$ cat src/design/rotated_packed_pixel_plotter_defines.svh
`ifndef ROTATED_PACKED_PIXEL_PLOTTER_DEFINES_SVH
`define ROTATED_PACKED_PIXEL_PLOTTER_DEFINES_SVH

// same-cycle implication, checked on every rising edge out of reset
`define RPPP_ASSERT_IMP(lbl, ante, cons) \
  lbl: assert property (@(posedge clk) disable iff (!rst_n) (ante) |-> (cons)) \
    else $error("rppp: same-cycle check failed");

// next-cycle implication
`define RPPP_ASSERT_NXT(lbl, ante, cons) \
  lbl: assert property (@(posedge clk) disable iff (!rst_n) (ante) |=> (cons)) \
    else $error("rppp: next-cycle check failed");

`endif

$ cat src/design/rppp_pkg.sv
package rppp_pkg;

  // default sizes
  localparam int STORE_BYTES_DEF = 262144;
  localparam int MAX_WIDTH_DEF   = 1024;
  localparam int MAX_HEIGHT_DEF  = 512;

  // register port
  localparam int CFG_AW = 4;
  localparam int CFG_DW = 32;

  localparam logic [1:0] REG_ROTATION = 2'd0;
  localparam logic [1:0] REG_WIDTH    = 2'd1;
  localparam logic [1:0] REG_HEIGHT   = 2'd2;
  localparam logic [1:0] REG_FORMAT   = 2'd3;

  localparam logic [1:0]  ROTATION_RST = 2'd0;
  localparam logic [10:0] WIDTH_RST    = 11'd640;
  localparam logic [9:0]  HEIGHT_RST   = 10'd384;
  localparam logic        FORMAT_RST   = 1'b0;

  // pixel formats
  localparam logic FMT_BIT = 1'b0;
  localparam logic FMT_NIB = 1'b1;

  // rotations
  localparam logic [1:0] ROT_0   = 2'd0;
  localparam logic [1:0] ROT_90  = 2'd1;
  localparam logic [1:0] ROT_180 = 2'd2;
  localparam logic [1:0] ROT_270 = 2'd3;

  // request functions
  localparam logic [1:0] FN_ROT_DRAW = 2'd0;
  localparam logic [1:0] FN_ABS_DRAW = 2'd1;
  localparam logic [1:0] FN_ABS_READ = 2'd2;

  // colours
  localparam logic [1:0] COL_BLACK = 2'd0;
  localparam logic [1:0] COL_WHITE = 2'd1;
  localparam logic [1:0] COL_RED   = 2'd2;

  // nibble codes and byte masks
  localparam logic [3:0] NIB_BLACK   = 4'b0000;
  localparam logic [3:0] NIB_WHITE   = 4'b0011;
  localparam logic [3:0] NIB_RED     = 4'b0100;
  localparam logic [3:0] NIB_MASK    = 4'b1111;
  localparam logic [7:0] BIT_MSB     = 8'h80;
  localparam logic [7:0] NIB_HI_MASK = 8'hF0;

  typedef struct packed {
    logic [1:0]        func;
    logic signed [15:0] x_coord;
    logic signed [15:0] y_coord;
    logic [1:0]        color;
  } in_req_t;

  typedef struct packed {
    logic [1:0] read_color;
    logic       in_range;
  } out_res_t;

  // per-request control handed from the mapper to the store sequencer
  typedef struct packed {
    logic       ok;
    logic       draw;
    logic       rd;
    logic [1:0] color;
  } job_ctl_t;

endpackage

$ cat src/design/rppp_map.sv
module rppp_map #(
  parameter int WW = 11,
  parameter int HW = 10,
  parameter int LW = WW + HW
) (
  input  logic               clk,
  input  logic               load,
  input  logic               calc,
  input  rppp_pkg::in_req_t  req,
  input  logic [1:0]         rotation,
  input  logic [WW-1:0]      w_eff,
  input  logic [HW-1:0]      h_eff,
  output logic [LW-1:0]      lin,
  output rppp_pkg::job_ctl_t ctl
);

  rppp_pkg::in_req_t  req_r;
  logic [LW-1:0]      lin_r;
  rppp_pkg::job_ctl_t ctl_r;

  logic        rot_draw;
  logic        swap;
  logic        access;
  logic        in_panel;
  logic [15:0] bx;
  logic [15:0] by;
  logic [1:0]  rot_sel;
  logic [WW-1:0] ax;
  logic [HW-1:0] ay;
  logic [LW-1:0] lin_nxt;
  rppp_pkg::job_ctl_t ctl_nxt;

  always_ff @(posedge clk) begin
    if (load) begin
      req_r <= req;
    end
  end

  always_comb begin
    rot_draw = (req_r.func == rppp_pkg::FN_ROT_DRAW);
    swap     = rot_draw && rotation[0];
    access   = rot_draw || (req_r.func == rppp_pkg::FN_ABS_DRAW) ||
               (req_r.func == rppp_pkg::FN_ABS_READ);
    bx       = swap ? 16'(h_eff) : 16'(w_eff);
    by       = swap ? 16'(w_eff) : 16'(h_eff);
    in_panel = !req_r.x_coord[15] && !req_r.y_coord[15] &&
               ({1'b0, req_r.x_coord[14:0]} < bx) &&
               ({1'b0, req_r.y_coord[14:0]} < by);
    rot_sel  = rot_draw ? rotation : rppp_pkg::ROT_0;

    // coordinates only meaningful when inside, so truncation is safe
    case (rot_sel)
      rppp_pkg::ROT_90: begin
        ax = w_eff - WW'(1) - WW'(req_r.y_coord);
        ay = HW'(req_r.x_coord);
      end
      rppp_pkg::ROT_180: begin
        ax = w_eff - WW'(1) - WW'(req_r.x_coord);
        ay = h_eff - HW'(1) - HW'(req_r.y_coord);
      end
      rppp_pkg::ROT_270: begin
        ax = WW'(req_r.y_coord);
        ay = h_eff - HW'(1) - HW'(req_r.x_coord);
      end
      default: begin
        ax = WW'(req_r.x_coord);
        ay = HW'(req_r.y_coord);
      end
    endcase

    lin_nxt       = LW'(ax) + LW'(ay) * LW'(w_eff);
    ctl_nxt.ok    = in_panel && access;
    ctl_nxt.draw  = (req_r.func != rppp_pkg::FN_ABS_READ);
    ctl_nxt.rd    = (req_r.func == rppp_pkg::FN_ABS_READ);
    ctl_nxt.color = req_r.color;
  end

  always_ff @(posedge clk) begin
    if (calc) begin
      lin_r <= lin_nxt;
      ctl_r <= ctl_nxt;
    end
  end

  assign lin = lin_r;
  assign ctl = ctl_r;

endmodule

$ cat config.mk
export PLATFORM = sky130hd
export DESIGN_NAME = rppp_map
export DESIGN_NICKNAME = d
export VERILOG_FILES = /design/src/design/rotated_packed_pixel_plotter_defines.svh /design/src/design/rppp_pkg.sv /design/src/design/rppp_map.sv
export SDC_FILE = /design/constraint.sdc
export NUM_CORES = 1
export LEC_CHECK = 0
export BUFFER_PORTS_ARGS = -buffer_cell sky130_fd_sc_hd__buf_2
export CAP_MARGIN = 20
export CORE_MARGIN = 5
export CORE_UTILIZATION = 35
export CTS_BUF_LIST = sky130_fd_sc_hd__clkbuf_8
export CTS_CLUSTER_SIZE = 14
export DETAILED_ROUTE_END_ITERATION = 12
export GPL_TIMING_DRIVEN = 0
export PLACE_DENSITY = 0.61
export SYNTH_ARGS = -nofsm -noshare
export SYNTH_HDL_FRONTEND = slang
export SYNTH_SLANG_ARGS = --single-unit
$ cat constraint.sdc
create_clock -name clk -period 14.28 [get_ports clk]
set_input_delay 0 -clock clk [delete_from_list [all_inputs] [get_ports clk]]
set_output_delay 0 -clock clk [all_outputs]
set_load 0.05 [all_outputs]
==> results of run 1 <==
-- sequential cells by signal, summed over array words and instances (netlist names) --
register	flops
req_r	34
lin	21
ctl	5
ctl_nxt	2
-- cells by family after synthesis --
family | Yosys count | synth area share, %
DFF | 62 | 22.5
xor gates and xnor gates | 43 | 4.55
muxes | 41 | 5.01
buffers and inverters | 156 | 7.17
AOI/OAI and AO/OA | 141 | 10.9
adders and majority gates | 183 | 35.2
and+or+nand+nor | 231 | 14.6
-- report_power, final --
part | internal, mW | switching [mW] | leakage (nW)
sequential | 0.332 | 0.0188 | 0.609
combinational | 0.725 | 1.05 | 3.93
clock | 0.0650 | 0.0937 | 0.0842
total | 1.12 | 1.16 | 4.63
-- through the flow --
step,utilization [%],setup slack (ns)
floorplan,-,6.64
global placement,38.9,5.17
detailed placement,38.9,5.12
CTS,41.2,5.05
global route,41.2,4.52
finish,41.2,4.99
-- per-layer routing --
metal  wire, um  vias up  part of all wire, %  global-route usage, %
li1           -     3192                    -                      -
met1      10100     3250                   46                   23.7
met2      10500      185                   47                   29.3
met3       1140       24                  5.2                   3.26
met4        347        2                  1.6                   4.19
met5         15        -                0.068                      0
-- path summary, 6_finish.rpt --
path / end / slack (ns) / cells after the start / startpoint
max: lin[19]$_DFFE_PP_ / 4.99 / 29 / req_r[35]$_DFFE_PP_
min: lin[16]$_DFFE_PP_ / 0.22 / 1 / calc
max reg2reg: lin[19]$_DFFE_PP_ / 4.99 / 29 / req_r[35]$_DFFE_PP_
min reg2reg: ctl[1]$_DFFE_PP_ / 0.43 / 0 / ctl_nxt[1]$_DFFE_PP_
-- Yosys cell counts, types with 5 or more instances --
cell type / n / area [um^2]
nor3_1: 6 / 30.0
nor2b_1: 5 / 31.3
mux2i_1: 38 / 380
and2_4: 6 / 52.6
inv_1: 125 / 469
and2_1: 43 / 269
o21a_1: 9 / 67.6
nor2_1: 36 / 135
o22ai_1: 17 / 106
a21o_1: 14 / 105
clkbuf_1: 26 / 97.6
nand2b_1: 7 / 43.8
xnor2_1: 20 / 175
o21ai_0: 25 / 125
a31oi_1: 5 / 31.3
edfxtp_1: 62 / 1860
a21oi_1: 39 / 195
nand3_1: 9 / 45.0
fa_1: 83 / 1660
ha_1: 100 / 1250
nor4_1: 7 / 43.8
nand2_1: 74 / 278
and3_1: 14 / 87.6
xor2_1: 23 / 201
-- what timing repair did --
item | CTS | global route
hold buffers | 36 | 0
endpoints found under the setup margin | 0 | 0
hold endpoints to repair | 36 | 0
resized for setup | 0 | 0
-- final cells by class --
cell class / count / area [um^2] / area share, %
Buffer: 31 / 124 / 1.28
Clock buffer: 9 / 124 / 1.28
Clock inverter: 7 / 56.3 / 0.584
Inverter: 125 / 469 / 4.86
Multi-Input combinational cell: 639 / 5820 / 60.3
Sequential cell: 62 / 1860 / 19.3
Tap cell: 319 / 399 / 4.14
Timing Repair Buffer: 123 / 796 / 8.25
==> run_results.csv, run 1 <==
group,metric,value,unit
routing,drtIter0Drc,445,
timing,finalSetupTns,0,ns
timing,rsz0062_at_grt,"false",
power,p_per_area,237,mW/mm^2
place,dp.cells,1263,
yosys,syn_inst,857,
yosys,synth_edf_count,62,
global_route,first_global_vias,6898,
clock_tree,cts_buffer_depth,2,
worst_setup_path,slowest_stage,"nor3b_2",
yosys,ys_seq_elements,62,
timing,maxSlewHeadroom,46.6,%
routing,vias_per_cell,5.06,
layout,final_cells,1315,
yosys,synthFlopType,"edfxtp_1",
clock_tree,clk_latency,0.39,ns
timing,finalHoldViolations,0,
yosys,synthArstFlopShare,0,%
worst_setup_path,worstPathRequired,14.51,ns
layout,finalInstanceArea,0.00965,mm^2
worst_setup_path,setup.worst_path.class,"reg -> reg",
place,io_buffers,87,
routing,wire_per_inst,16.8,um
clock_tree,h-tree-depth,3,
layout,nets,1236,
worst_setup_path,critPathMaxStageDelay,0.59,ns
timing,slew_violations,0,
timing,fmax,0.108,GHz
clock_tree,numClockSinks,62,
global_route,grt_max_degree,37,
layout,layout_commonest_cell,"inv_1",
power,vdd_drop_max,0.240,mV
global_route,grt_overflow,0,
place,post_dp_cell_area,0.00911,mm^2
clock_tree,tritoncts,"built",
worst_setup_path,path_common_cell,"fa_1",
status,status,"completed",
die,initial_core_util,35.3,%
timing,post-route-period-util,65.1,%
worst_setup_path,cp.buffers_inverters,5,
routing,drt-total-wl,22.1,mm
routing,antenna_left,0,
clock_tree,path_clk_slew,0.10,ns
routing,dr.pass1.iters,5,
power,leakagePower,4.63,nW
layout,syn2layout_area_growth,16.6,%
place,gp_congestion,0.852,
timing,tightest_slew,0.801,ns
yosys,synth_area,0.00827,mm^2
hold_path,holdCritPathClass,"in -> reg",
global_route,grt_pass1_wl,36.6,mm
yosys,ys_types,60,
worst_setup_path,cp-end-kind,"flip-flop",
clock_tree,numCtsBuffers,9,
die,die_x,164,um
worst_setup_path,arrival,9.53,ns
die,die_area,0.0268,mm^2
clock_tree,cts_root_buf,"clkbuf_8",
layout,drive_gt1_share,12.6,%
die,fp.coreArea,0.0234,mm^2
yosys,ys.warnings.count,0,
clock_tree,post_cts_buffers,0,
yosys,synth.avg_cell_area,9.65,um^2
global_route,grt_use_total,17.5,%
worst_setup_path,startpoint_type,"flip-flop",
die,io-pin-count,88,
timing,period_minus_slack,9.29,ns
run,cap_violations,0,
worst_setup_path,crit_path_max_fanout,10,
timing,clock_skew,0.0156,ns
layout,final_cell_mix,"inv_1, ha_1, buf_2, fa_1, nand2_1",
place,dpl.hpwl,17.5,mm
global_route,antenna_found_initial,1,
die,fp.dieH,164,um
worst_setup_path,cpLargestDelayFamily,"adder cells",
yosys,seq_area_frac_synth,22.5,%
power,finalPower,2.28,mW
die,rows,56,
timing,setup_viol,0,
yosys,synth_nets,1102,
layout,insertedDiodeCount,0,
routing,num_vias,6653,
layout,fill_cells,2389,
timing,holdWs,0.218,ns
routing,drc,0,
Power figures use the tool's default switching activity.
==> run 2: changes to the inputs <==
- ABC_AREA: not set -> 1
- PLACE_DENSITY: 0.61 -> 0.63
- clock period: 14.28 -> 7.65 ns (I/O delays scaled with it)
==> run 2 against run 1 <==
  * Register-to-register slack got worse by 4.6 ns
  * Clock skew rose by 0.00080 ns
  * Setup slack worse by 4.6 ns
  * Critical path depth up 4
  * Non-clock buffer count decreased by 15
  * Clock-buffer cell count unchanged
  * Final cell count is 18% higher
  * Die area rose by 4.3%
  * Synthesized cell count grew 27%
  * Via count up 17%
  * Critical path type unchanged
  * Largest power group unchanged
==> run_results.csv, run 2 <==
group,metric,value,unit
yosys,synth_edf_count,62,
worst_setup_path,crit_path_max_fanout,10,
clock_tree,cts_root_buf,"clkbuf_8",
yosys,ys_types,46,
yosys,synth.avg_cell_area,7.97,um^2
power,p_switching,2.62,mW
power,leakagePower,5.11,nW
yosys,synth_top_cell_area_share,21.5,%
place,dpl.hpwl,21.3,mm
timing,fmax,0.138,GHz
yosys,synth_area,0.00865,mm^2
clock_tree,clk_latency,0.36,ns
layout,largest_reg_flops,34,
worst_setup_path,cp.buffers_inverters,6,
routing,drtIter0Drc,635,
global_route,grt_use_total,19.1,%
timing,finalSetupTns,0,ns
worst_setup_path,cp-end-kind,"flip-flop",
die,fp.dieH,167,um
hold_path,holdCritPathClass,"in -> reg",
yosys,synthTopCellsByArea,"edfxtp_1, fa_1, ha_1",
yosys,ys.warnings.count,0,
clock_tree,path_clk_slew,0.08,ns
yosys,seq_area_frac_synth,21.5,%
power,clkPwrFrac,6.2,%
timing,setup_viol,0,
timing,period_minus_slack,7.25,ns
place,dp.cells,1489,
power,p_per_area,475,mW/mm^2
place,gp_congestion,1.00,
timing,post-route-period-util,94.8,%
clock_tree,numCtsBuffers,9,
power,p_int,2.16,mW
timing,maxSlewHeadroom,45.4,%
timing,clock_skew,0.0164,ns
worst_setup_path,arrival,7.35,ns
power,vdd_drop_max,0.541,mV
worst_setup_path,setup.worst_path.class,"reg -> reg",
layout,final_cell_mix,"nand2_1, inv_1, nor2_1, ha_1",
die,fp.coreArea,0.0243,mm^2
timing,finalHoldViolations,0,
clock_tree,tritoncts,"built",
layout,insertedDiodeCount,0,
power,finalPower,4.79,mW
routing,antenna_left,0,
layout,layout_commonest_cell,"nand2_1",
routing,drt-total-wl,26.8,mm
power,pwr-share-comb,79.8,%
clock_tree,numClockSinks,62,
worst_setup_path,critPathMaxStageDelay,0.56,ns
timing,slew_violations,0,
run,cap_violations,0,
layout,syn2layout_area_growth,16.5,%
clock_tree,h-tree-depth,3,
die,die_x,167,um
power,swShare,54.8,%
global_route,grt_pass1_wl,42.4,mm
yosys,syn_inst,1086,
routing,num_vias,7763,
global_route,grt_max_degree,37,
layout,drive_gt1_share,12.2,%
worst_setup_path,slowest_stage,"fa_1",
die,rows,57,
global_route,antenna_found_initial,0,
global_route,grt_overflow,0,
yosys,ys_seq_elements,62,
die,io-pin-count,88,
power,pwr-share-seq,14.0,%
yosys,synthArstFlopShare,0,%
yosys,synth_nets,1331,
layout,final_cells,1547,
yosys,synthFlopType,"edfxtp_1",
routing,vias_per_cell,5.02,
yosys,synth_top_area_cell,"edfxtp_1",
status,status,"completed",
global_route,first_global_vias,7937,
routing,dr.pass1.iters,7,
worst_setup_path,cpLargestDelayFamily,"adder cells",
yosys,synth_most_common_cell,"nand2_1",
clock_tree,cts_buffer_depth,2,
worst_setup_path,path_common_cell,"nand2_1",
die,die_area,0.0280,mm^2
worst_setup_path,startpoint_type,"flip-flop",
timing,tightest_slew,0.819,ns
routing,drc,0,
yosys,synthTopCellsByCount,"nand2_1, inv_1, nor2_1, ha_1, fa_1",
worst_setup_path,worstPathRequired,7.75,ns
layout,regMostFlops,"req_r",
place,io_buffers,79,
layout,nets,1463,
routing,wire_per_inst,17.3,um
die,initial_core_util,35.6,%
## run 2: metal layers
metal  wire, um  track usage, %  vias to the layer above
met3       2170            3.42                       59
met2      11900            30.8                      308
met4        946            6.81                        0
li1           -               -                     3722
met1      11800            26.0                     3674
met5          0               0                        -
## run 2: worst paths after layout
kind,start,end,slack (ns),depth (start not counted)
max reg2reg,req_r[34]$_DFFE_PP_,lin[20]$_DFFE_PP_,0.40,33
min,calc,lin[15]$_DFFE_PP_,0.21,1
max,req_r[34]$_DFFE_PP_,lin[20]$_DFFE_PP_,0.40,33
min reg2reg,ctl_nxt[0]$_DFFE_PP_,ctl[0]$_DFFE_PP_,0.43,0
## run 2: through the flow
| step | hold slack, ns | utilization, % | setup slack, ns | instance area (um^2) |
|---|---|---|---|---|
| after CTS | 0.196 | 41.2 | 0.0603 | 10000 |
| final | 0.208 | 41.4 | 0.400 | 10100 |
| after detailed placement | 0.178 | 38.9 | 0.0171 | 9450 |
| after global routing | 0.220 | 41.4 | -0.00183 | 10100 |
| after floorplan | 0.0989 | - | 0.964 | 8650 |
| after global placement | 0.178 | 38.9 | 0.0911 | 9450 |
## run 2: cells by family (layout without fill, tap and decap cells)
family,Yosys count,in the layout,share of synthesized area [%]
buf+inv,235,372,10.5
xor+xnor,39,39,3.95
simple gates,438,438,21.6
fa+ha+maj,183,183,33.7
compound gates,129,129,8.78
flops,62,62,21.5
## run 2: layout make-up
| class | count | area [um^2] |
|---|---|---|
| Clock buffer | 9 | 124 |
| Multi-Input combinational cell | 789 | 5900 |
| Inverter | 217 | 820 |
| Fill cell | 2484 | 14200 |
| Timing Repair Buffer | 121 | 801 |
| Sequential cell | 62 | 1860 |
| Buffer | 18 | 90.1 |
| Clock inverter | 7 | 73.8 |
| Tap cell | 324 | 405 |
## run 2: power groups by stage
stage	clock (mW)	combinational, mW	sequential [mW]
floorplan	0	2.67	0.863
global placement	0	3.74	0.674
detailed placement	0	3.71	0.672
CTS	0.309	3.82	0.667
global route	0.321	4.39	0.673
finish	0.298	3.82	0.668
## run 2: repair_timing
item                                   CTS  global route
pin swaps                                0             3
endpoints found under the hold margin   36             0
hold buffers                            36             0
gates resized for setup                  1             9
setup endpoints to repair                1            12
buffers inserted                         0             6
## run 2: worst register-to-register path: cells and delay by family (launching register included)
kind,cells,cell delay (ns)
AO/OA/AOI/OAI,4,0.79
adder cells (fa/ha/maj),8,3.62
buffers and inverters,6,0.57
AND/OR/NAND/NOR,15,1.52
flip-flops,1,0.50
